## src/djj_pkg.sv

```systemverilog
// Package for the distance joint Jacobian unit.
// It holds the fixed-point format, the store layout, the register indexes and helpers.
// It depends on nothing.
package djj_pkg;

  localparam int FRAC_BITS = 16;
  localparam int SLOTS     = 22;
  localparam int DEPTH     = 2 * SLOTS;
  localparam int ADDR_W    = $clog2(DEPTH);
  localparam int NUM_RES   = 25;
  localparam int NUM_W     = 32 + FRAC_BITS + 1;

  localparam logic signed [31:0] ONE_Q    = 32'sd1 <<< FRAC_BITS;
  localparam logic signed [31:0] THRESH_Q = ONE_Q / 1000000;
  localparam logic signed [31:0] Q_MAX    = 32'sh7fff_ffff;
  localparam logic signed [31:0] Q_MIN    = 32'sh8000_0000;
  localparam logic [63:0]        HALF_Q   = 64'd1 << (FRAC_BITS - 1);

  localparam logic [4:0] SLOT_POS  = 5'd0;
  localparam logic [4:0] SLOT_ROT  = 5'd3;
  localparam logic [4:0] SLOT_INV  = 5'd12;
  localparam logic [4:0] SLOT_MASS = 5'd21;

  localparam logic [2:0] CFG_ANCHOR_A_X = 3'd0;
  localparam logic [2:0] CFG_REST       = 3'd6;

  function automatic logic signed [31:0] sat32(input logic signed [65:0] v);
    if (v[65:31] == {35{v[65]}}) begin
      return v[31:0];
    end else if (!v[65]) begin
      return Q_MAX;
    end else begin
      return Q_MIN;
    end
  endfunction

  function automatic logic signed [63:0] mulq(input logic signed [63:0] p);
    logic signed [63:0] s;
    s = p + $signed(HALF_Q);
    return s >>> FRAC_BITS;
  endfunction

  function automatic logic [ADDR_W-1:0] store_addr(input logic b, input logic [4:0] s);
    return b ? ADDR_W'(SLOTS) + ADDR_W'(s) : ADDR_W'(s);
  endfunction

endpackage

```

## src/djj_store.sv

```systemverilog
// Body state memory: two bodies of 22 words, one write and one registered read port.
// It depends on djj_pkg.
module djj_store import djj_pkg::*; (
  input  logic              clk_i,
  input  logic              we_i,
  input  logic [ADDR_W-1:0] waddr_i,
  input  logic [31:0]       wdata_i,
  input  logic [ADDR_W-1:0] raddr_i,
  output logic [31:0]       rdata_o
);

  logic [31:0] mem [DEPTH];

  always_ff @(posedge clk_i) begin
    if (we_i) begin
      mem[waddr_i] <= wdata_i;
    end
  end

  always_ff @(posedge clk_i) begin
    rdata_o <= mem[raddr_i];
  end

endmodule

```

## config.mk

```make
export PLATFORM = sky130hd
export DESIGN_NAME = djj_store
export DESIGN_NICKNAME = d
export VERILOG_FILES = /design/src/djj_pkg.sv /design/src/djj_store.sv
export SDC_FILE = /design/constraint.sdc
export NUM_CORES = 1
export LEC_CHECK = 0
export BUFFER_PORTS_ARGS = -buffer_cell sky130_fd_sc_hd__buf_2
export CORE_ASPECT_RATIO = 1.1
export CORE_UTILIZATION = 30
export CTS_BUF_LIST = sky130_fd_sc_hd__clkbuf_2 sky130_fd_sc_hd__clkbuf_4 sky130_fd_sc_hd__clkbuf_8
export CTS_CLUSTER_DIAMETER = 150
export DETAILED_ROUTE_END_ITERATION = 12
export PLACE_DENSITY = 0.56
export SLEW_MARGIN = 20
export SYNTH_ARGS = -nofsm -noshare
export SYNTH_HDL_FRONTEND = slang
export SYNTH_SLANG_ARGS = --single-unit
```

## constraint.sdc

```tcl
create_clock -name clk_i -period 10.6 [get_ports clk_i]
set_input_delay 2.12 -clock clk_i [delete_from_list [all_inputs] [get_ports clk_i]]
set_output_delay 2.12 -clock clk_i [all_outputs]
set_load 0.05 [all_outputs]
```

==> out/results.tsv <==
metric	value	unit
status	finished clean	
final non-filler cell area	62800	um2
sequential-to-total area share from yosys stat	78.7	%
Filler cells	16640	
later-pin clock latency in the skew report	920	ps
Tmin final	4710	ps
R2R setup slack	8710	ps
Setup TNS	0	ps
Tightest Pin Transition	1160	ps
DP Worst Slack	4940	ps
Die X	409	um
# DRC	0	
FF+latch area	42900	um2
nets@finish	2779	
Core ar.	180000	um2
vias per std cell	5.00	
Die Ht	449	um
Die ar.	184000	um2
ratio of cells with drive above 1 in the final layout	30.2	%
top cells by area, synth	edfxtp_1 77%, mux4_2 12%, mux2i_1 2.3%	
vias in the first global route	27341	
count of final hold-check violations	0	
Hold WC Path Type	flip-flop to flip-flop	
port bufs	77	
Critical Path AT	5500	ps
GR Util All Layers	15.7	%
flops & latches, synth	1440	
Syn Area/Cell	21.8	um2
Critical Path Start Type	primary input	
Final Worst Setup Slack	5890	ps
Pleak	19.6	nW
area of the multi-input gates	11300	um2
Mapped Cells	2500	
post-synth top area share	77.5	%
first drt pass iteration count	5	
RR Endpoint	rdata_o[3]	
Final GP Congestion	0.776	
CP endpoint kind	flip-flop	
DR vias	26616	
Clock Tree Root	clkbuf_8	
CP Max Fanout	88	
hpwl dp	79000	um
Routed Antenna Nets	0	
CTS tree	built	
CP Data Required Time	11390	ps
cts hold-fix bufs	0	
Post-synth EDFFs	1408	
drt wl/cell	27.2	um
cts bufs inserted	227	
pwr dens	185	nW/um2
CP Class	primary input to flip-flop	
Max Root-Sink Buffers	3	
post-CTS sizing	0	
Clock Skews	39.1	ps
library cells used by synthesis	33	
Site Rows	163	
clk sink count	1440	
CTS HTree Levels	4	
DR iter-0 viols	2860	
first-pass GRT wire length	205000	um
Critical path origin	raddr_i[1]	
relative slew slack	22.7	%
fmax	212	MHz
drt total wl	145000	um
Primary FF master, synth	edfxtp_1	
IR drop worst, VDD	0.000142	V
Post-synth top cells	1408 x edfxtp_1, 288 x mux4_2, 128 x mux2i_1	
final period utilization	44.4	%
CP Capture Point	rdata_o[9]	
Placement Cell Area	58200	um2
Synth area leader	edfxtp_1	
postcts setup bufs	0	
syn nets	2546	
IO Pins	78	
GR Overflow Total	0	
Starting Density	30.3	%
FFs w/ async S/R, synth	0	%
largest net degree at the start of global routing	113	
area delta synth->final	15.2	%
clock transition at the registers of the reported paths	60	ps
R2R Path Start	mem[39][3]	
yosys warns	0	
antenna violations before repair	19	
count of final max-slew check failures	0	
Syn Std Cell Area	54600	um2
RSZ-0062 raised after global routing	no	
Final Setup Violations	0	
R2R depth	5	
hold_ws	811	ps
count leader, synth	edfxtp_1	
Max-Cap Viols	0	
placed cells by master (no fill, tap or decap), types with 39 or more instances in the layout:
master / instances
a21oi_1: 74
a22oi_1: 64
buf_2: 72
buf_4: 70
clkbuf_4: 83
clkbuf_8: 252
clkinv_1: 53
edfxtp_1: 1408
mux2_1: 39
mux2i_1: 128
mux4_2: 288
nand2_1: 62
nor2_4: 40
logic make-up (layout without fill, tap and decap cells):
family          after synthesis  after routing  share of synthesized area (%)
compound gates              288            288                           3.38
flops                      1440           1440                           78.7
mux                         480            480                           15.6
simple gates                147            147                           1.14
other cells                   0              3                              0
buf+inv                     145            570                           1.27
layout make-up:
| type | count | share of cell area, % |
|---|---|---|
| antenna | 3 | 0.0119 |
| clock buffer | 335 | 6.51 |
| clock inverter | 86 | 0.834 |
| inverter | 1 | 0.00597 |
| multi-input combinational | 915 | 18.0 |
| sequential | 1440 | 68.3 |
| tap | 2392 | 4.76 |
| timing repair buffer | 148 | 1.57 |
critical path, cell delays in order:
cell     delay, ps
buf_8          620
buf_4          720
buf_4          740
mux4_2         420
mux2i_1        170
o21ai_0        150
a21oi_1        270
o21ai_1         90
stage by stage:
stage,power [mW],cells,utilization (%)
2_1_floorplan,6.79,2500,-
3_3_place_gp,7.04,4896,32.3
3_5_place_dp,7.05,4896,32.3
4_1_cts,11.8,5317,34.9
5_1_grt,12.0,5319,34.9
6_report,11.6,5320,34.9
routing by layer:
layer | up-vias | wire length, um | track usage, %
met4 | 6 | 2850 | 4.23
met2 | 971 | 68000 | 24.5
met3 | 225 | 9750 | 3.08
met1 | 14383 | 64000 | 22.2
li1 | 11031 | - | -
met5 | - | 28 | 0
where the power goes:
group	leakage (nW)	internal [mW]	switching, mW
clock network	2.43	2.54	2.17
registers	12.9	6.30	0.0329
logic	4.24	0.194	0.392
worst min path at each step:
| stage | startpoint | end | cells after the start |
|---|---|---|---|
| after floorplan | mem[42][0] | rdata_o[0] | 5 |
| after global placement | mem[0][28] | rdata_o[28] | 4 |
| after detailed placement | mem[43][14] | rdata_o[14] | 5 |
| after CTS | mem[43][14] | rdata_o[14] | 5 |
| after global routing | mem[0][27] | rdata_o[27] | 4 |
| final | mem[43][14] | rdata_o[14] | 5 |
registers in the layout, summed over array words and instances (netlist names):
name	flops
mem	1408
rdata_o	32
Power figures use the tool's default switching activity.
