--- config.mk ---
export PLATFORM = sky130hd
export DESIGN_NAME = djj_sqrt
export DESIGN_NICKNAME = d
export VERILOG_FILES = /design/src/djj_pkg.sv /design/src/djj_sqrt.sv
export SDC_FILE = /design/constraint.sdc
export NUM_CORES = 1
export LEC_CHECK = 0
export BUFFER_PORTS_ARGS = -buffer_cell sky130_fd_sc_hd__buf_2
export CORE_MARGIN = 1
export CORE_UTILIZATION = 50
export DETAILED_ROUTE_END_ITERATION = 10
export PLACE_DENSITY = 0.71
export SLEW_MARGIN = 25
export SYNTH_ARGS = -nofsm -noshare
export SYNTH_HDL_FRONTEND = slang
export SYNTH_SLANG_ARGS = --single-unit
--- constraint.sdc ---
create_clock -name clk_i -period 4.9 [get_ports clk_i]
set_input_delay 0.245 -clock clk_i [delete_from_list [all_inputs] [get_ports clk_i]]
set_output_delay 0.245 -clock clk_i [all_outputs]
set_load 0.05 [all_outputs]
--- src/djj_pkg.sv ---
// Package for the distance joint Jacobian unit.
// It holds the fixed-point format, the store layout, the register indexes and helpers.
// It depends on nothing.
package djj_pkg;

  localparam int FRAC_BITS = 16;
  localparam int SLOTS     = 22;
  localparam int DEPTH     = 2 * SLOTS;
  localparam int ADDR_W    = $clog2(DEPTH);
  localparam int NUM_RES   = 25;
  localparam int NUM_W     = 32 + FRAC_BITS + 1;

  localparam logic signed [31:0] ONE_Q    = 32'sd1 <<< FRAC_BITS;
  localparam logic signed [31:0] THRESH_Q = ONE_Q / 1000000;
  localparam logic signed [31:0] Q_MAX    = 32'sh7fff_ffff;
  localparam logic signed [31:0] Q_MIN    = 32'sh8000_0000;
  localparam logic [63:0]        HALF_Q   = 64'd1 << (FRAC_BITS - 1);

  localparam logic [4:0] SLOT_POS  = 5'd0;
  localparam logic [4:0] SLOT_ROT  = 5'd3;
  localparam logic [4:0] SLOT_INV  = 5'd12;
  localparam logic [4:0] SLOT_MASS = 5'd21;

  localparam logic [2:0] CFG_ANCHOR_A_X = 3'd0;
  localparam logic [2:0] CFG_REST       = 3'd6;

  function automatic logic signed [31:0] sat32(input logic signed [65:0] v);
    if (v[65:31] == {35{v[65]}}) begin
      return v[31:0];
    end else if (!v[65]) begin
      return Q_MAX;
    end else begin
      return Q_MIN;
    end
  endfunction

  function automatic logic signed [63:0] mulq(input logic signed [63:0] p);
    logic signed [63:0] s;
    s = p + $signed(HALF_Q);
    return s >>> FRAC_BITS;
  endfunction

  function automatic logic [ADDR_W-1:0] store_addr(input logic b, input logic [4:0] s);
    return b ? ADDR_W'(SLOTS) + ADDR_W'(s) : ADDR_W'(s);
  endfunction

endpackage

--- src/djj_sqrt.sv ---
// Iterative integer square root, two radicand bits per cycle.
// It depends on djj_pkg.
module djj_sqrt import djj_pkg::*; (
  input  logic        clk_i,
  input  logic        rst_ni,
  input  logic        start_i,
  input  logic [63:0] rad_i,
  output logic        done_o,
  output logic [31:0] root_o
);

  logic        busy_q, busy_d, done_q, done_d;
  logic [5:0]  cnt_q, cnt_d;
  logic [63:0] x_q, x_d;
  logic [33:0] rem_q, rem_d;
  logic [31:0] root_q, root_d;
  logic [35:0] r, trial;

  always_comb begin
    busy_d = busy_q;
    cnt_d  = cnt_q;
    done_d = 1'b0;
    x_d    = x_q;
    rem_d  = rem_q;
    root_d = root_q;
    r      = {rem_q, x_q[63:62]};
    trial  = {2'b00, root_q, 2'b01};
    if (start_i) begin
      busy_d = 1'b1;
      cnt_d  = 6'd32;
      x_d    = rad_i;
      rem_d  = '0;
      root_d = '0;
    end else if (busy_q) begin
      x_d = {x_q[61:0], 2'b00};
      if (r >= trial) begin
        rem_d  = 34'(r - trial);
        root_d = {root_q[30:0], 1'b1};
      end else begin
        rem_d  = r[33:0];
        root_d = {root_q[30:0], 1'b0};
      end
      cnt_d = cnt_q - 6'd1;
      if (cnt_q == 6'd1) begin
        busy_d = 1'b0;
        done_d = 1'b1;
      end
    end
  end

  always_ff @(posedge clk_i or negedge rst_ni) begin
    if (!rst_ni) begin
      busy_q <= 1'b0;
      done_q <= 1'b0;
      cnt_q  <= '0;
    end else begin
      busy_q <= busy_d;
      done_q <= done_d;
      cnt_q  <= cnt_d;
    end
  end

  always_ff @(posedge clk_i) begin
    x_q    <= x_d;
    rem_q  <= rem_d;
    root_q <= root_d;
  end

  assign done_o = done_q;
  assign root_o = root_q;

endmodule

==> impl_metrics.toml <==
[status]
outcome = "finished, violations left"
violations = "DRC"

[layout]
drive_gt1_share_pct = 24.94
diodes = 0
area_growth_pct = 15.79
final_core_util_pct = 59.98
final.fill_count = 1237
nNetsFinal = 920

[min_path]
holdPathEnd = "x_q[0]$_SDFFCE_PN0P_"
min_path_cells = 2
hold_path_startpoint = "rad_i[0]"
worstHoldPathType = "in -> reg"

[setup_path]
end_kind = "register"
worst_setup_path_start_kind = "register"
r2r_end = "rem_q[26]$_SDFFE_PP0P_"
critPathRequiredTime_ns = 5.25
path_max_fanout = 28
r2r_cells = 12
worstPathArrival_ns = 3.79
r2r_setup_slack_ns = 1.46
critPathKind = "reg -> reg"
reg2reg_from = "root_o[19]$_SDFFE_PP0P_"

[clock_network]
clk_pin_slew_ns = 0.06
ctsResizeCount = 0
cts_buffer_depth = 2
cts_tree = "yes"
post_cts.repair.setup_buffers = 0
clock_sinks = 138
root_buffer = "clkbuf_16"
cts_buffers = 17
hold_buffers = 1
h-tree-depth = 4
clk_latency_ns = 0.43

[synthesis]
ys_seq_area_share_pct = 45.22
synth_nets = 834
avgSynthCellArea_sq_um = 10.42
ys.flop_type = "dfxtp_1"
synth_top_area_cell = "edfxtp_1"
synthCells = 731
yosysWarnings = 0
synthArstFlopShare_pct = 5.797
synth_edf_count = 64
yosys-top-cells-area = "edfxtp_1, dfxtp_1, mux2_2"
netlist_area_sq_um = 7615
synth-seq-cells = 138
synth_cell_types = 61
synth_top_area_share_pct = 25.24

[power_and_ir_drop]
p_seq_share_pct = 28.8
p_leak_nw = 3.993
power_frac_clock_pct = 23.4
switching_share_pct = 38.59
cell_internal_pwr_w = 0.003372
power_w = 0.005490
vdd_drop_max_mv = 0.3239
p_sw_w = 0.002119
powerDensity_nw_per_um2 = 622.7
power_frac_comb_pct = 47.8

[timing]
fmax_ghz = 0.2908
worstMarginPinSlew_ns = 0.8985
slew_headroom_pct = 40.10
slew_viol_final = 0
finalSetupViolations = 0
rsz0062_at_grt = "false"
period_needed_ns = 3.438
fin_worst_skew_ns = 0.007043
hold_violations = 0
period_share_pct = 70.17
tns_ns = 0
hold-worst-slack_ns = 0.09672

[global_routing]
grt_pass1_vias = 5553
antenna_found_initial = 0
grt_usage_pct = 20.06
grt_pass1_wl_um = 25410
grt_remaining_overflow = 0
grt_max_degree = 82

[floorplanning]
rows = 44
core_sq_um = 14700
initial_utilization_pct = 51.80
die_h_um = 125.4
fp.dieW_um = 125.4
die-area_sq_um = 15730
io_pins = 100

[placement]
portBuffers = 99
gp_congestion = 0.8808
post-dp-hpwl_um = 10350

[routing]
vias_per_cell = 5.522
first_pass_iters = 9
drt_first_iter_violations = 425
via_count = 5599
drt-total-wl_um = 14880
routedWlPerCell_um = 14.68
detail-route-antenna-nets = 0
drc_errors = 1

[run]
drv_cap = 0
cells in the final DEF (no fill, tap or decap), types with 3 or more instances in the layout:
master     netlist  final
o211ai_1         7      7
nor2_1          92     92
nand2_1         26     26
a311oi_1         3      3
nand3_1         10     10
and2_1           6      6
nand2b_1         7      7
a21o_1          11     11
inv_8            0      4
xor2_1           8      8
nor3_1          10     10
xnor2_1         25     25
nand3b_1         3      3
a31oi_1          4      4
clkbuf_16        0     17
ha_1            36     36
o21a_1           5      5
mux2i_1         60     60
a21oi_1         36     36
buf_4            1      5
dfrtp_1          8      7
dfxtp_1         66     66
inv_1           49     48
o21ai_1         11     11
nor2b_1          4      4
a211oi_1        30     30
buf_2            4     98
o21ai_0         13     13
inv_6            0      5
edfxtp_1        64     64
mux2_2          62     62
registers in the layout, summed over array words and instances (netlist names):
register	cells
busy_q	1
x_q	64
rem_q	34
root_o	32
cnt_q	6
done_o	1
power groups by stage:
stage,registers [W],logic [W],clock network [W]
2_1_floorplan,0.00158,0.00218,0
3_3_place_gp,0.00159,0.00253,0
3_5_place_dp,0.00160,0.00259,0
4_1_cts,0.00158,0.00261,0.00131
5_1_grt,0.00161,0.00291,0.00136
6_report,0.00158,0.00262,0.00129
logic make-up (layout without fill, tap and decap cells):
| logic type | after synthesis | in the layout | synth area share [%] |
|---|---|---|---|
| simple gates | 174 | 174 | 10.70 |
| xor+xnor | 33 | 33 | 3.796 |
| compound gates | 141 | 141 | 12.62 |
| mux | 122 | 122 | 17.06 |
| flops | 138 | 138 | 45.22 |
| fa+ha+maj | 36 | 36 | 5.915 |
| buf+inv | 87 | 186 | 4.699 |
critical path: stages, from the launching register on:
cell and delay, ns:
dfxtp_1 0.36, inv_1 0.06, ha_1 0.46, a21oi_1 0.15, o2111ai_1 0.21, a21oi_1 0.10
o41ai_2 0.36, a31oi_2 0.11, a22oi_4 0.52, buf_4 0.47, nor3b_1 0.09, or3_1 0.31
a31oi_1 0.14
worst max-delay path by stage:
| stage | startpoint | endpoint | depth (start not counted) |
|---|---|---|---|
| after floorplan | root_o[22]$_SDFFE_PP0P_ | rem_q[31]$_SDFFE_PP0P_ | 11 |
| after global placement | root_o[19]$_SDFFE_PP0P_ | rem_q[26]$_SDFFE_PP0P_ | 12 |
| after detailed placement | root_o[19]$_SDFFE_PP0P_ | rem_q[26]$_SDFFE_PP0P_ | 12 |
| after CTS | root_o[19]$_SDFFE_PP0P_ | rem_q[26]$_SDFFE_PP0P_ | 12 |
| after global routing | root_o[1]$_SDFFE_PP0P_ | rem_q[26]$_SDFFE_PP0P_ | 12 |
| final | root_o[19]$_SDFFE_PP0P_ | rem_q[26]$_SDFFE_PP0P_ | 12 |
synthesized netlist by cell type (4+ instances only):
cell type   n
nor3_1     10
mux2i_1    60
clkbuf_1   26
dfrtp_1     8
inv_1      49
a31oi_1     4
dfxtp_1    66
nand3_1    10
buf_2       4
ha_1       36
nand2b_1    7
nor2b_1     4
a21o_1     11
o211ai_1    7
a211oi_1   30
o21a_1      5
nand2_1    26
mux2_2     62
xor2_1      8
and2_1      6
xnor2_1    25
o21ai_0    13
a21oi_1    36
edfxtp_1   64
nor2_1     92
o21ai_1    11
per-layer routing:
metal	part of all wire, %	vias up	track usage [%]	wire, um
li1	-	2821	-	-
met1	45	2622	24.39	6652
met2	49	132	34.08	7316
met3	4.5	24	5.220	663
met4	1.7	0	7.676	249
met5	0	-	0	0
per-stage QoR:
step           setup WS, ns  cells  area (sq um)
6_report              1.462   1014          8817
5_1_grt               1.128   1014          8817
4_1_cts               1.428   1014          8817
3_5_place_dp          1.457    981          8207
3_3_place_gp          1.558    981          8207
2_1_floorplan         1.943    731          7615
final cells by class:
class                      count  area, sq um  area share (%)
sequential                   138         3447           39.09
timing repair buffer         104        538.0           6.102
inverter                      50        187.7           2.129
clock inverter                15        175.2           1.987
clock buffer                  17        425.4           4.825
multi-input combinational    506         3814           43.25
tap                          184        230.2           2.611
No activity file was read; power rests on OpenSTA's default activity.
