--- config.mk ---
export PLATFORM = sky130hd
export DESIGN_NAME = djj_div
export DESIGN_NICKNAME = d
export VERILOG_FILES = /design/src/djj_pkg.sv /design/src/djj_div.sv
export SDC_FILE = /design/constraint.sdc
export NUM_CORES = 1
export LEC_CHECK = 0
export BUFFER_PORTS_ARGS = -buffer_cell sky130_fd_sc_hd__buf_2
export CAP_MARGIN = 20
export CORE_AREA = 2 2 127 129
export DETAILED_ROUTE_END_ITERATION = 16
export DIE_AREA = 0 0 129 131
export PLACE_DENSITY = 0.82
export REMOVE_ABC_BUFFERS = 1
export SETUP_SLACK_MARGIN = 0.05
export SLEW_MARGIN = 30
export SYNTH_ARGS = -nofsm -noshare
export SYNTH_HDL_FRONTEND = slang
export SYNTH_SLANG_ARGS = --single-unit
export TNS_END_PERCENT = 1
--- constraint.sdc ---
create_clock -name clk_i -period 6.45 [get_ports clk_i]
set_input_delay 1.29 -clock clk_i [delete_from_list [all_inputs] [get_ports clk_i]]
set_output_delay 1.29 -clock clk_i [all_outputs]
set_load 0.01 [all_outputs]
--- src/djj_pkg.sv ---
// Package for the distance joint Jacobian unit.
// It holds the fixed-point format, the store layout, the register indexes and helpers.
// It depends on nothing.
package djj_pkg;

  localparam int FRAC_BITS = 16;
  localparam int SLOTS     = 22;
  localparam int DEPTH     = 2 * SLOTS;
  localparam int ADDR_W    = $clog2(DEPTH);
  localparam int NUM_RES   = 25;
  localparam int NUM_W     = 32 + FRAC_BITS + 1;

  localparam logic signed [31:0] ONE_Q    = 32'sd1 <<< FRAC_BITS;
  localparam logic signed [31:0] THRESH_Q = ONE_Q / 1000000;
  localparam logic signed [31:0] Q_MAX    = 32'sh7fff_ffff;
  localparam logic signed [31:0] Q_MIN    = 32'sh8000_0000;
  localparam logic [63:0]        HALF_Q   = 64'd1 << (FRAC_BITS - 1);

  localparam logic [4:0] SLOT_POS  = 5'd0;
  localparam logic [4:0] SLOT_ROT  = 5'd3;
  localparam logic [4:0] SLOT_INV  = 5'd12;
  localparam logic [4:0] SLOT_MASS = 5'd21;

  localparam logic [2:0] CFG_ANCHOR_A_X = 3'd0;
  localparam logic [2:0] CFG_REST       = 3'd6;

  function automatic logic signed [31:0] sat32(input logic signed [65:0] v);
    if (v[65:31] == {35{v[65]}}) begin
      return v[31:0];
    end else if (!v[65]) begin
      return Q_MAX;
    end else begin
      return Q_MIN;
    end
  endfunction

  function automatic logic signed [63:0] mulq(input logic signed [63:0] p);
    logic signed [63:0] s;
    s = p + $signed(HALF_Q);
    return s >>> FRAC_BITS;
  endfunction

  function automatic logic [ADDR_W-1:0] store_addr(input logic b, input logic [4:0] s);
    return b ? ADDR_W'(SLOTS) + ADDR_W'(s) : ADDR_W'(s);
  endfunction

endpackage

--- src/djj_div.sv ---
// Restoring signed divider, one quotient bit per cycle, truncating toward zero.
// It depends on djj_pkg.
module djj_div import djj_pkg::*; (
  input  logic                    clk_i,
  input  logic                    rst_ni,
  input  logic                    start_i,
  input  logic signed [NUM_W-1:0] num_i,
  input  logic signed [31:0]      den_i,
  output logic                    done_o,
  output logic signed [NUM_W-1:0] quo_o
);

  localparam int CNT_W = $clog2(NUM_W + 1);

  logic             busy_q, busy_d, done_q, done_d, neg_q, neg_d;
  logic [CNT_W-1:0] cnt_q, cnt_d;
  logic [NUM_W-1:0] work_q, work_d;
  logic [31:0]      rem_q, rem_d, dvs_q, dvs_d;
  logic [32:0]      trial;

  always_comb begin
    busy_d = busy_q;
    done_d = 1'b0;
    cnt_d  = cnt_q;
    neg_d  = neg_q;
    work_d = work_q;
    rem_d  = rem_q;
    dvs_d  = dvs_q;
    trial  = {rem_q, work_q[NUM_W-1]};
    if (start_i) begin
      busy_d = 1'b1;
      cnt_d  = CNT_W'(NUM_W);
      neg_d  = num_i[NUM_W-1] ^ den_i[31];
      work_d = num_i[NUM_W-1] ? NUM_W'(-num_i) : NUM_W'(num_i);
      dvs_d  = den_i[31] ? 32'(-den_i) : 32'(den_i);
      rem_d  = '0;
    end else if (busy_q) begin
      if (trial >= {1'b0, dvs_q}) begin
        rem_d  = 32'(trial - {1'b0, dvs_q});
        work_d = {work_q[NUM_W-2:0], 1'b1};
      end else begin
        rem_d  = trial[31:0];
        work_d = {work_q[NUM_W-2:0], 1'b0};
      end
      cnt_d = cnt_q - CNT_W'(1);
      if (cnt_q == CNT_W'(1)) begin
        busy_d = 1'b0;
        done_d = 1'b1;
      end
    end
  end

  always_ff @(posedge clk_i or negedge rst_ni) begin
    if (!rst_ni) begin
      busy_q <= 1'b0;
      done_q <= 1'b0;
      cnt_q  <= '0;
    end else begin
      busy_q <= busy_d;
      done_q <= done_d;
      cnt_q  <= cnt_d;
    end
  end

  always_ff @(posedge clk_i) begin
    neg_q  <= neg_d;
    work_q <= work_d;
    rem_q  <= rem_d;
    dvs_q  <= dvs_d;
  end

  assign done_o = done_q;
  assign quo_o  = neg_q ? -$signed(work_q) : $signed(work_q);

endmodule
==> results of run 1 <==
per-stage QoR:
step                      hold WS [ns]  worst slack (ns)  power (mW)
final                           0.4863             1.618       3.601
after detailed placement        0.4726             1.916       2.640
after global routing            0.5017             1.390       3.847
after CTS                       0.4888             1.439       3.599
after floorplan                 0.4480             2.391       2.256
after global placement          0.4681             2.046       2.605
worst max-delay path by stage:
stage | slack (ns) | cells past startpoint | end | start
after CTS | 1.44 | 9 | quo_o[40] | work_q[5]$_DFFE_PP_
final | 1.62 | 9 | quo_o[40] | work_q[21]$_DFFE_PP_
after floorplan | 2.39 | 8 | work_q[32]$_DFFE_PP_ | num_i[17]
after global placement | 2.05 | 9 | quo_o[42] | work_q[5]$_DFFE_PP_
after global routing | 1.39 | 9 | quo_o[40] | work_q[21]$_DFFE_PP_
after detailed placement | 1.92 | 9 | quo_o[40] | work_q[5]$_DFFE_PP_
power groups by stage:
stage | Clock [mW] | Sequential (mW) | Combinational (mW)
after floorplan | 0 | 1.13 | 1.13
after global placement | 0 | 1.15 | 1.45
after detailed placement | 0 | 1.16 | 1.48
after CTS | 0.952 | 1.15 | 1.50
after global routing | 0.987 | 1.17 | 1.69
final | 0.945 | 1.15 | 1.51
cells in the final DEF (no fill, tap or decap), types with 5 or more instances in the layout:
cell type,count
sky130_fd_sc_hd__nor2_1,98
sky130_fd_sc_hd__buf_2,132
sky130_fd_sc_hd__dfxtp_1,32
sky130_fd_sc_hd__or2_2,6
sky130_fd_sc_hd__xnor2_1,87
sky130_fd_sc_hd__a211oi_1,21
sky130_fd_sc_hd__nor2b_1,7
sky130_fd_sc_hd__edfxtp_1,82
sky130_fd_sc_hd__nand2_1,91
sky130_fd_sc_hd__buf_4,6
sky130_fd_sc_hd__o21ai_0,73
sky130_fd_sc_hd__or4_4,5
sky130_fd_sc_hd__nor4_1,9
sky130_fd_sc_hd__nand3_1,19
sky130_fd_sc_hd__a31oi_1,6
sky130_fd_sc_hd__nor3_1,16
sky130_fd_sc_hd__nand2b_1,13
sky130_fd_sc_hd__clkbuf_16,19
sky130_fd_sc_hd__a311oi_1,5
sky130_fd_sc_hd__nand4_1,10
sky130_fd_sc_hd__or3_1,21
sky130_fd_sc_hd__a21oi_1,86
sky130_fd_sc_hd__mux2i_1,13
sky130_fd_sc_hd__ha_1,37
sky130_fd_sc_hd__dfrtp_1,8
sky130_fd_sc_hd__o41ai_1,11
sky130_fd_sc_hd__o31ai_1,34
sky130_fd_sc_hd__or4_1,13
sky130_fd_sc_hd__xor2_1,67
sky130_fd_sc_hd__a21o_1,11
sky130_fd_sc_hd__inv_1,44
tightest hold or removal path, stage by stage (launching register included):
cell and delay, ns:
sky130_fd_sc_hd__dfxtp_1 0.32, sky130_fd_sc_hd__nand2_1 0.05, sky130_fd_sc_hd__o21ai_0 0.06
state kept, by name (all words and copies together), names as in the netlist:
signal	count
done_o	1
rem_q	32
dvs_q	32
busy_q	1
neg_q	1
work_q	49
cnt_q	6
metal layers:
metal  vias up  share of wire [%]  global-route usage [%]
met4         2                1.7                   9.143
met2       255                 49                   42.95
met1      3660                 44                   33.90
met5         -              0.061                       0
li1       3995                  -                       -
met3        33                5.8                   5.212
Yosys cell counts, drive strengths merged, types with 11 or more instances:
master | n | area [um2]
dfxtp | 32 | 640.6
o21ai | 78 | 397.9
a21o | 11 | 82.58
clkbuf | 44 | 165.2
a211oi | 21 | 157.7
or4 | 19 | 162.7
o31ai | 35 | 267.8
edfxtp | 82 | 2462
nor2 | 98 | 367.9
mux2i | 13 | 130.1
nand3 | 19 | 95.09
nand2b | 13 | 81.33
or3 | 23 | 153.9
xor2 | 67 | 586.8
nor3 | 16 | 80.08
a21oi | 86 | 430.4
nand2 | 92 | 345.3
ha | 37 | 462.9
o41ai | 12 | 112.6
inv | 46 | 172.7
xnor2 | 87 | 762.0
nor4 | 12 | 87.58
layout make-up:
class,count,share of cell area (%)
clock buffer,23,4.872
clock inverter,9,0.8120
inverter,46,1.660
multi-input combinational,823,51.82
sequential,122,31.53
tap,216,2.579
timing repair buffer,138,6.735
kinds of logic (layout without fill, tap and decap cells):
family | after synthesis | count (layout) | share of synthesized area [%]
and+or+nand+nor | 337 | 337 | 18.62
AOI/OAI and AO/OA | 277 | 277 | 18.95
xor gates and xnor gates | 154 | 154 | 14.85
DFF | 122 | 122 | 36.36
buffers and inverters | 95 | 216 | 3.967
adders and majority gates | 38 | 38 | 5.317
muxes | 17 | 17 | 1.928
==> results.md, run 1 <==
* Run status: complete, no violations
* Worst-case clock skew at 0.005989 ns
* Worst-path cell with the longest stage delay: sky130_fd_sc_hd__or4_1
* Gates resized, CTS repair at 0
* Post-synth top flop: sky130_fd_sc_hd__edfxtp_1
* Data arrival, critical path at 3.54 ns
* Total clock sinks at 122
* Core region area at 15600 um2
* Cell-internal power at 2.267 mW
* Tightest Pin Transition at 0.8663 ns
* Buffers plus inverters on the worst setup path at 1
* Number of warnings reported in the yosys synthesis log at 0
* Die extent in y at 131 um
* Overall via count from detail_route at 7945
* CTS Hold Bufs at 0
* Fraction of registers with async set/reset at 6.557%
* Highest net fanout along the worst path at 4
* Max stage delay on crit path at 0.60 ns
* Part of the total power dissipated in sequential elements at 31.9%
* Remaining Overflow, GRT at 0
* Global placement routability congestion at 0.8684
* Capture endpoint of the worst hold path: rem_q[2]$_SDFFE_PP0P_
* Via count of the first global-routing pass at 7316
* Overall die area at 16900 um2
* Cells after Synth at 1040
* Critical path class: register to output port
* Placed cell areas at 9872 um2
* Cell Pwr Density at 343.7 nW/um2
* Residual DRC at 0
* Cell with the most instances on the worst path: sky130_fd_sc_hd__or4_1
* Total detailed-routing wirelength at 21350 um
* Worst reg2reg endpoint: rem_q[28]$_SDFFE_PP0P_
* Clock root buffer master: sky130_fd_sc_hd__clkbuf_16
* Net count of the finished layout at 1270
* Final cycle utilization of the critical path at 74.91%
* Critical path endpoint category: output port
* Switching fraction of total power at 37.05%
* Distinct cell type count after synthesis at 65
* Row cnt at 46
* Maximum frequency from static timing analysis at 207.0 MHz
* Post-route setup TNS at 0 ns
* Critical Path Start Type: register
* DP HPWL at 15340 um
* Cts bufs inserted at 17
* Worst ir drop on vdd at 0.2604 mV
* All-layer global routing usage at 25.87%
* Post-Layout Cell Count at 1377
* Tightest slew margin relative to the limit at 42.25%
* Max Buffers Root-to-Sink at 2
* Reg-to-reg critical path startpoint: dvs_q[1]$_DFFE_PP_
* Footprint of the multi-input gates at 5429 um2
* I/O pin total at 134
* Starting density of the core at 58.24%
* Unrepaired setup endpoints after global routing: no
* First-pass iteration count of the detailed router at 5
* Reg clk slew, reported paths at 0.06 ns
* DIE WIDTH at 129 um
* Area growth from synthesis to layout at 15.34%
* Worst path cell trace: or4_1 -> or4_1 -> or3_1 -> nor2_1 -> nand4_1 -> or2_2 -> o21ai_0 -> xnor2_1 -> buf_2
* Share of cells above drive strength 1 at 17.31%
* Average routed wire per standard cell at 15.50 um
* Total setup buffers inserted after CTS at 0
* Fin. Hold Viols at 0
* Worst min-delay path category: register to register
* Residual antenna-violating net count after detailed routing at 0
* Maximum number of pins on one net before global-route repair at 90
* Count of H-tree levels built during CTS at 4
* Total of flip-flops plus latches after synthesis at 122
* Worst Reg2Reg Path Length in Cells at 11
* Final setup violation count at 0
* Final slew viol count at 0
* Initial detailed-routing violation count at 584
* Clock network fraction of design power at 26.2%
* Post-synthesis instance area at 9084 um2
* Leak pwr at 4.208 nW
* Number of stages on the worst hold path at 2
* Avg Inst Size Synth at 8.734 um2
* Sequential fraction of the synthesis area at 36.36%
* Minimum period implied by the final worst setup slack at 4.832 ns
* Required time of the critical path at 5.16 ns
* Layout fillers at 1265
* MaxCap Viol Count at 0
* Via-per-instance ratio at 5.770
* Combinational power share at 41.9%
* Crit path max-delay family: simple AND/OR/NAND/NOR gates
* Flop-to-flop setup slack at 2.50 ns
* Post-synth EDFFs at 82
* Number of placed cells counting well taps at 1345
* Final instance area at 10480 um2
* Combined flip-flop and latch cell area at 3303 um2
* Switching component of the power at 1.334 mW
* Origin of the worst min-delay path: rem_q[2]$_SDFFE_PP0P_
* Global-route wire length before repair at 34850 um
* Buffers on Ports at 133
* Clock Latency Late Sink at 0.42 ns
* Util after Layout at 67.17%
* CTS tree: done
* Count of antenna diodes in the layout at 0
* Number of antenna violations at the first check in global routing at 3
(Power assumes the default switching activity.)
==> run 2, diff against run 1 <==
--- a/config.mk
+++ b/config.mk
@@ -7,10 +7,10 @@
 export LEC_CHECK = 0
 export BUFFER_PORTS_ARGS = -buffer_cell sky130_fd_sc_hd__buf_2
 export CAP_MARGIN = 20
-export CORE_AREA = 2 2 127 129
+export CORE_AREA = 2 2 134 136
 export DETAILED_ROUTE_END_ITERATION = 16
-export DIE_AREA = 0 0 129 131
-export PLACE_DENSITY = 0.82
+export DIE_AREA = 0 0 136 138
+export PLACE_DENSITY = 0.77
 export REMOVE_ABC_BUFFERS = 1
 export SETUP_SLACK_MARGIN = 0.05
 export SLEW_MARGIN = 30
==> constraint.sdc (replaced) <==
create_clock -name clk_i -period 4 [get_ports clk_i]
set_input_delay 0.8 -clock clk_i [delete_from_list [all_inputs] [get_ports clk_i]]
set_output_delay 0.8 -clock clk_i [all_outputs]
set_load 0.01 [all_outputs]
==> results.md, run 2 (synthesis results as in run 1) <==
* Run status: finished with violations (was complete, no violations)
* Violations in the final reports: negative setup slack
* Biggest regs: work_q: 49 flops, dvs_q: 32 flops, rem_q: 32 flops (unchanged)
* Highest net fanout along the worst path at 4 (unchanged)
* Minimum period implied by the final worst setup slack at 4.061 ns
* Reg clk slew, reported paths at 0.06 ns (about the same)
* MaxCap Viol Count at 0 (unchanged)
* Layout fillers at 1521 (was 1265)
* Global-route wire length before repair at 36270 um (was 34850 um)
* All-layer global routing usage at 23.87% (was 25.87%)
* Via count of the first global-routing pass at 7658 (was 7316)
* Maximum number of pins on one net before global-route repair at 67 (was 90)
* Starting density of the core at 51.81% (was 58.24%)
* Clock root buffer master: sky130_fd_sc_hd__clkbuf_16 (unchanged)
* Critical Path Start Type: register (unchanged)
* Leak pwr at 4.339 nW (was 4.208 nW)
* Remaining Overflow, GRT at 0 (unchanged)
* Cell Pwr Density at 557.2 nW/um2 (was 343.7 nW/um2)
* Critical path endpoint category: output port (unchanged)
* Overall via count from detail_route at 8052 (was 7945)
* Unrepaired setup endpoints after global routing: yes (was no)
* Highest-count cells in the layout ignoring fill and taps: sky130_fd_sc_hd__buf_2, sky130_fd_sc_hd__nor2_1, sky130_fd_sc_hd__nand2_1 (unchanged)
* Placed cell areas at 9963 um2 (was 9872 um2)
* Total detailed-routing wirelength at 22230 um (was 21350 um)
* Number of flip-flops under the largest register name at 49 (unchanged)
* Residual antenna-violating net count after detailed routing at 0 (unchanged)
* Area growth from synthesis to layout at 18.26% (was 15.34%)
* Worst ir drop on vdd at 0.3868 mV (was 0.2604 mV)
* Maximum frequency from static timing analysis at 246.3 MHz
* Final slew viol count at 0 (unchanged)
* Tightest Pin Transition at 0.8997 ns (was 0.8663 ns)
* DP HPWL at 16090 um (was 15340 um)
* Post-Layout Cell Count at 1411 (was 1377)
* Buffers on Ports at 133 (unchanged)
* Cts bufs inserted at 17 (unchanged)
* Clock Latency Late Sink at 0.42 ns (about the same)
* Tightest slew margin relative to the limit at 40.02% (was 42.25%)
* Post-route setup TNS at -0.1572 ns (was 0 ns)
* CTS Hold Bufs at 0 (unchanged)
* Die extent in y at 138 um (was 131 um)
* Count of H-tree levels built during CTS at 4 (unchanged)
* Total clock sinks at 122 (unchanged)
* Residual DRC at 0 (unchanged)
* I/O pin total at 134 (unchanged)
* Global placement routability congestion at 0.9369 (was 0.8684)
* Reg with most FFs: work_q (unchanged)
* Worst-case clock skew at 0.008706 ns (was 0.005989 ns)
* Core region area at 17530 um2 (was 15600 um2)
* Via-per-instance ratio at 5.707 (was 5.770)
* Net count of the finished layout at 1290 (was 1270)
* Data arrival, critical path at 3.26 ns (was 3.54 ns)
* Setup slack of the critical path after layout at -0.06063 ns (was 1.618 ns)
* Critical path class: register to output port (unchanged)
* Worst min-delay path category: primary input to async pin (was register to register)
* Fin. Hold Viols at 0 (unchanged)
* Final instance area at 10740 um2 (was 10480 um2)
* Final cycle utilization of the critical path at 101.5%
* First-pass iteration count of the detailed router at 6 (was 5)
* Overall die area at 18770 um2 (was 16900 um2)
* Number of antenna violations at the first check in global routing at 1 (was 3)
* Flop-to-flop setup slack at 0.79 ns (was 2.50 ns)
* Share of cells above drive strength 1 at 19.31% (was 17.31%)
* Final setup violation count at 4 (was 0)
* DIE WIDTH at 136 um (was 129 um)
* Number of placed cells counting well taps at 1368 (was 1345)
* Row cnt at 49 (was 46)
* Worst setup slack after placement at 0.07125 ns (was 1.916 ns)
* Most common cell after layout, fill and taps aside: sky130_fd_sc_hd__buf_2 (unchanged)
* Max Buffers Root-to-Sink at 2 (unchanged)
* Average routed wire per standard cell at 15.76 um (was 15.50 um)
* Required time of the critical path at 3.20 ns (was 5.16 ns)
* CTS tree: done (unchanged)
* Initial detailed-routing violation count at 503 (was 584)
run 2: cell types whose count changed in the layout (fill, tap and decap cells not counted), moves of 3 or more:
cell                        delta
sky130_fd_sc_hd__buf_4        +20
sky130_fd_sc_hd__bufinv_16     +4
sky130_fd_sc_hd__o21ai_0       -4
sky130_fd_sc_hd__o21ai_1       +3
run 2: repair_timing:
| item | in CTS | in global routing |
|---|---|---|
| gates resized for setup | 14 | 5 |
| gates cloned | 0 | 0 |
| buffers inserted | 4 | 6 |
| pin swaps | 2 | 7 |
| setup endpoints to repair | 17 | 15 |
run 2: critical path, stage by stage, from the launching register on:
cell                       delay (ns)
sky130_fd_sc_hd__edfxtp_1        0.39
sky130_fd_sc_hd__or4_4           0.56
sky130_fd_sc_hd__or4_4           0.44
sky130_fd_sc_hd__or3_4           0.45
sky130_fd_sc_hd__nor3_4          0.14
sky130_fd_sc_hd__nand4b_1        0.23
sky130_fd_sc_hd__o31ai_2         0.31
sky130_fd_sc_hd__xnor2_1         0.16
sky130_fd_sc_hd__buf_2           0.16
run 2: layer usage:
metal	track usage (%)	up-vias	share of wire [%]
met2	39.94	238	49
met4	8.553	2	2.1
met3	5.354	42	6.0
met5	0	-	0.058
li1	-	4036	-
met1	30.17	3734	42
run 2: where the power goes:
group | leakage (nW) | internal [mW] | switching (mW)
clock network | 0.302 | 1.10 | 0.562
registers | 1.18 | 1.63 | 0.228
logic | 2.86 | 1.09 | 1.37
run 2: final cells by class:
type	count	area (um2)	share of cell area, %
tap	229	286.5	2.667
inverter	46	172.7	1.607
antenna	1	2.502	0.02329
clock inverter	13	200.2	1.863
sequential	122	3303	30.75
timing repair buffer	158	855.8	7.966
clock buffer	19	432.9	4.030
multi-input combinational	823	5489	51.09
run 2: stage by stage:
stage                     power (mW)  util [%]  hold WS [ns]
after floorplan                3.637         -        0.4480
after global placement         4.229     56.82        0.4675
after detailed placement       4.274     56.82        0.4700
after CTS                      5.973     60.87        0.2116
after global routing           6.384     61.25        0.2277
final                          5.985     61.27        0.2106
run 2: path summary, 6_finish.rpt:
path,cells past startpoint,to,start
max in group asynchronous,1,busy_q$_DFF_PN0_,rst_ni
worst min-delay path,1,cnt_q[0]$_DFFE_PN0P_,rst_ni
worst max-delay path,8,quo_o[46],work_q[20]$_DFFE_PP_
worst max register to register,12,rem_q[28]$_SDFFE_PP0P_,work_q[48]$_DFFE_PP_
worst min register to register,2,rem_q[5]$_SDFFE_PP0P_,rem_q[5]$_SDFFE_PP0P_
min in group clk_i,2,rem_q[5]$_SDFFE_PP0P_,rem_q[5]$_SDFFE_PP0P_
==> run 3, diff against run 2 <==
--- a/config.mk
+++ b/config.mk
@@ -7,10 +7,11 @@
 export LEC_CHECK = 0
 export BUFFER_PORTS_ARGS = -buffer_cell sky130_fd_sc_hd__buf_2
 export CAP_MARGIN = 20
-export CORE_AREA = 2 2 134 136
+export CORE_AREA = 2 2 127 129
+export CTS_BUF_LIST = sky130_fd_sc_hd__clkbuf_4 sky130_fd_sc_hd__clkbuf_8 sky130_fd_sc_hd__clkbuf_16
 export DETAILED_ROUTE_END_ITERATION = 16
-export DIE_AREA = 0 0 136 138
-export PLACE_DENSITY = 0.77
+export DIE_AREA = 0 0 129 131
+export PLACE_DENSITY = 0.82
 export REMOVE_ABC_BUFFERS = 1
 export SETUP_SLACK_MARGIN = 0.05
 export SLEW_MARGIN = 30
==> constraint.sdc (replaced) <==
create_clock -name clk_i -period 5.3 [get_ports clk_i]
set_input_delay 1.06 -clock clk_i [delete_from_list [all_inputs] [get_ports clk_i]]
set_output_delay 1.06 -clock clk_i [all_outputs]
set_load 0.01 [all_outputs]
==> results.md, run 3 (synthesis results as in run 1) <==
* Run status: complete, no violations (was finished with violations)
* Part of the total power dissipated in sequential elements at 32.3% (was 31.1%)
* Number of antenna violations at the first check in global routing at 2 (was 1)
* I/O pin total at 134 (unchanged)
* Die extent in y at 131 um (was 138 um)
* Reg with most FFs: work_q (unchanged)
* CTS tree: done (unchanged)
* Highest-count cells in the layout ignoring fill and taps: sky130_fd_sc_hd__buf_2, sky130_fd_sc_hd__nor2_1, sky130_fd_sc_hd__nand2_1 (unchanged)
* Switching component of the power at 1.605 mW (was 2.162 mW)
* First-pass iteration count of the detailed router at 6 (unchanged)
* Buffers plus inverters on the worst setup path at 1 (unchanged)
* Crit path max-delay family: simple AND/OR/NAND/NOR gates (unchanged)
* Count of antenna diodes in the layout at 0 (was 1)
* Critical path endpoint category: output port (unchanged)
* Cts bufs inserted at 17 (unchanged)
* Share of cells above drive strength 1 at 17.53% (was 19.31%)
* Worst path cell trace: or4_1 -> or4_1 -> or3_1 -> nor2_1 -> nand4_1 -> or2_2 -> o21ai_0 -> xnor2_1 -> buf_2 (was or4_4 -> or4_4 -> or3_4 -> nor3_4 -> nand4b_1 -> o31ai_2 -> xnor2_1 -> buf_2)
* Highest net fanout along the worst path at 4 (unchanged)
* Worst-case clock skew at 0.01043 ns (was 0.008706 ns)
* Worst min-delay path category: primary input to async pin (unchanged)
* Buffers on Ports at 133 (unchanged)
* Via count of the first global-routing pass at 7372 (was 7658)
* Maximum number of pins on one net before global-route repair at 112 (was 67)
* Required time of the critical path at 4.24 ns (was 3.20 ns)
* Residual antenna-violating net count after detailed routing at 0 (unchanged)
* Core region area at 15600 um2 (was 17530 um2)
* Max Buffers Root-to-Sink at 2 (unchanged)
* CTS Hold Bufs at 0 (unchanged)
* Tightest slew margin relative to the limit at 44.05% (was 40.02%)
* Area growth from synthesis to layout at 15.08% (was 18.26%)
* Biggest regs: work_q: 49 flops, dvs_q: 32 flops, rem_q: 32 flops (unchanged)
* Cell with the most instances on the worst path: sky130_fd_sc_hd__or4_1 (was sky130_fd_sc_hd__or4_4)
* Max stage delay on crit path at 0.59 ns (was 0.56 ns)
* Residual DRC at 0 (unchanged)
* Combinational power share at 42.7% (was 41.2%)
* Worst-path cell with the longest stage delay: sky130_fd_sc_hd__or4_1 (was sky130_fd_sc_hd__or4_4)
* Most common cell after layout, fill and taps aside: sky130_fd_sc_hd__buf_2 (unchanged)
* Overall via count from detail_route at 7991 (was 8052)
* All-layer global routing usage at 25.49% (was 23.87%)
* DIE WIDTH at 129 um (was 136 um)
* Count of H-tree levels built during CTS at 4 (unchanged)
* Initial detailed-routing violation count at 554 (was 503)
* Critical Path Start Type: register (unchanged)
* Minimum period implied by the final worst setup slack at 4.532 ns
* Global placement routability congestion at 0.8759 (was 0.9369)
* Final cycle utilization of the critical path at 85.52%
* Average routed wire per standard cell at 15.31 um (was 15.76 um)
* Layout fillers at 1269 (was 1521)
* Cell-internal power at 2.722 mW (was 3.824 mW)
* Starting density of the core at 58.24% (was 51.81%)
* Fin. Hold Viols at 0 (unchanged)
* Number of flip-flops under the largest register name at 49 (unchanged)
* Reg clk slew, reported paths at 0.06 ns (about the same)
* Final slew viol count at 0 (unchanged)
* Final setup violation count at 0 (was 4)
* Clock root buffer master: sky130_fd_sc_hd__clkbuf_16 (unchanged)
* Gates resized, CTS repair at 0 (was 14)
* Total clock sinks at 122 (unchanged)
* Remaining Overflow, GRT at 0 (unchanged)
* Switching fraction of total power at 37.10% (was 36.11%)
* Clock Latency Late Sink at 0.42 ns (about the same)
* Critical path class: register to output port (unchanged)
* MaxCap Viol Count at 0 (unchanged)
* Data arrival, critical path at 3.47 ns (was 3.26 ns)
* DP HPWL at 15190 um (was 16090 um)
* Hold slack final at 0.4724 ns (was 0.2106 ns)
* Overall die area at 16900 um2 (was 18770 um2)
* Total detailed-routing wirelength at 21130 um (was 22230 um)
* Row cnt at 46 (was 49)
* Tightest Pin Transition at 0.8393 ns (was 0.8997 ns)
* Net count of the finished layout at 1273 (was 1290)
* Global-route wire length before repair at 34440 um (was 36270 um)
* Via-per-instance ratio at 5.791 (was 5.707)
* Total setup buffers inserted after CTS at 0 (was 4)
* Leak pwr at 4.222 nW (was 4.339 nW)
* Post-route setup TNS at 0 ns (was -0.1572 ns)
* Worst ir drop on vdd at 0.2974 mV (was 0.3868 mV)
* Maximum frequency from static timing analysis at 220.6 MHz
* Clock network fraction of design power at 25.1% (was 27.7%)
* Cell Pwr Density at 413.9 nW/um2 (was 557.2 nW/um2)
* Unrepaired setup endpoints after global routing: no (was yes)
==> run 3: changes by cell type in the layout (fill, tap and decap cells not counted), sizes merged <==
cell	before	now
clkinv	6	7
buf	158	141
diode	1	0
clkinvlp	2	1
clkbuf	19	23
bufinv	5	1
==> run 3: per-stage QoR <==
step	power, mW	cell area, um2	worst slack [ns]	util [%]	instances
after floorplan	2.745	8896	1.471	-	991
after global placement	3.176	9894	1.205	63.44	1348
after detailed placement	3.217	9894	1.139	63.44	1348
after CTS	4.327	10450	0.7613	67.00	1380
after global routing	4.635	10450	0.5541	67.02	1380
final	4.327	10450	0.7675	67.02	1380
==> run 3: power by group through the flow <==
stage	Sequential (mW)	Combinational (mW)	Clock [mW]
CTS	1.39	1.83	1.10
finish	1.40	1.85	1.08
global placement	1.40	1.77	0
detailed placement	1.41	1.81	0
floorplan	1.37	1.37	0
global route	1.42	2.07	1.14
==> run 3: final cells by class <==
class                   instances  area [um2]  area share [%]
flip-flops and latches        122        3303           31.60
inverters                      46       172.7           1.652
well taps                     216       270.3           2.585
clock buffers                  23       483.0           4.620
repair buffers                141       732.0           7.002
clock inverters                 9       72.57          0.6942
multi-input cells             823        5420           51.85
==> run 3: metal layers <==
layer	part of all wire (%)	wire length, um	GRT usage (%)
met1	44	9346	33.40
met2	48	10100	42.20
met3	5.7	1201	4.845
met4	2.3	478	9.655
met5	0	0	0
==> run 3: path summary, 6_finish.rpt <==
| check | startpoint | endpoint | slack, ns | cells after the start |
|---|---|---|---|---|
| min in group clk_i | rem_q[2]$_SDFFE_PP0P_ | rem_q[2]$_SDFFE_PP0P_ | 0.48 | 2 |
| worst max-delay path | work_q[21]$_DFFE_PP_ | quo_o[42] | 0.77 | 9 |
| worst max register to register | rem_q[5]$_SDFFE_PP0P_ | rem_q[11]$_SDFFE_PP0P_ | 1.67 | 11 |
| worst min register to register | rem_q[2]$_SDFFE_PP0P_ | rem_q[2]$_SDFFE_PP0P_ | 0.48 | 2 |
| worst min-delay path | rst_ni | busy_q$_DFF_PN0_ | 0.47 | 1 |
| max in group asynchronous | rst_ni | cnt_q[2]$_DFFE_PN0P_ | 4.65 | 1 |
==> run 3: worst reg2reg max path, delay by kind of cell, from the launching register on <==
family | cells | cell delay [ns]
fa+ha+maj | 1 | 0.38
compound gates | 6 | 1.61
simple gates | 3 | 0.86
flops | 1 | 0.33
buf+inv | 1 | 0.36
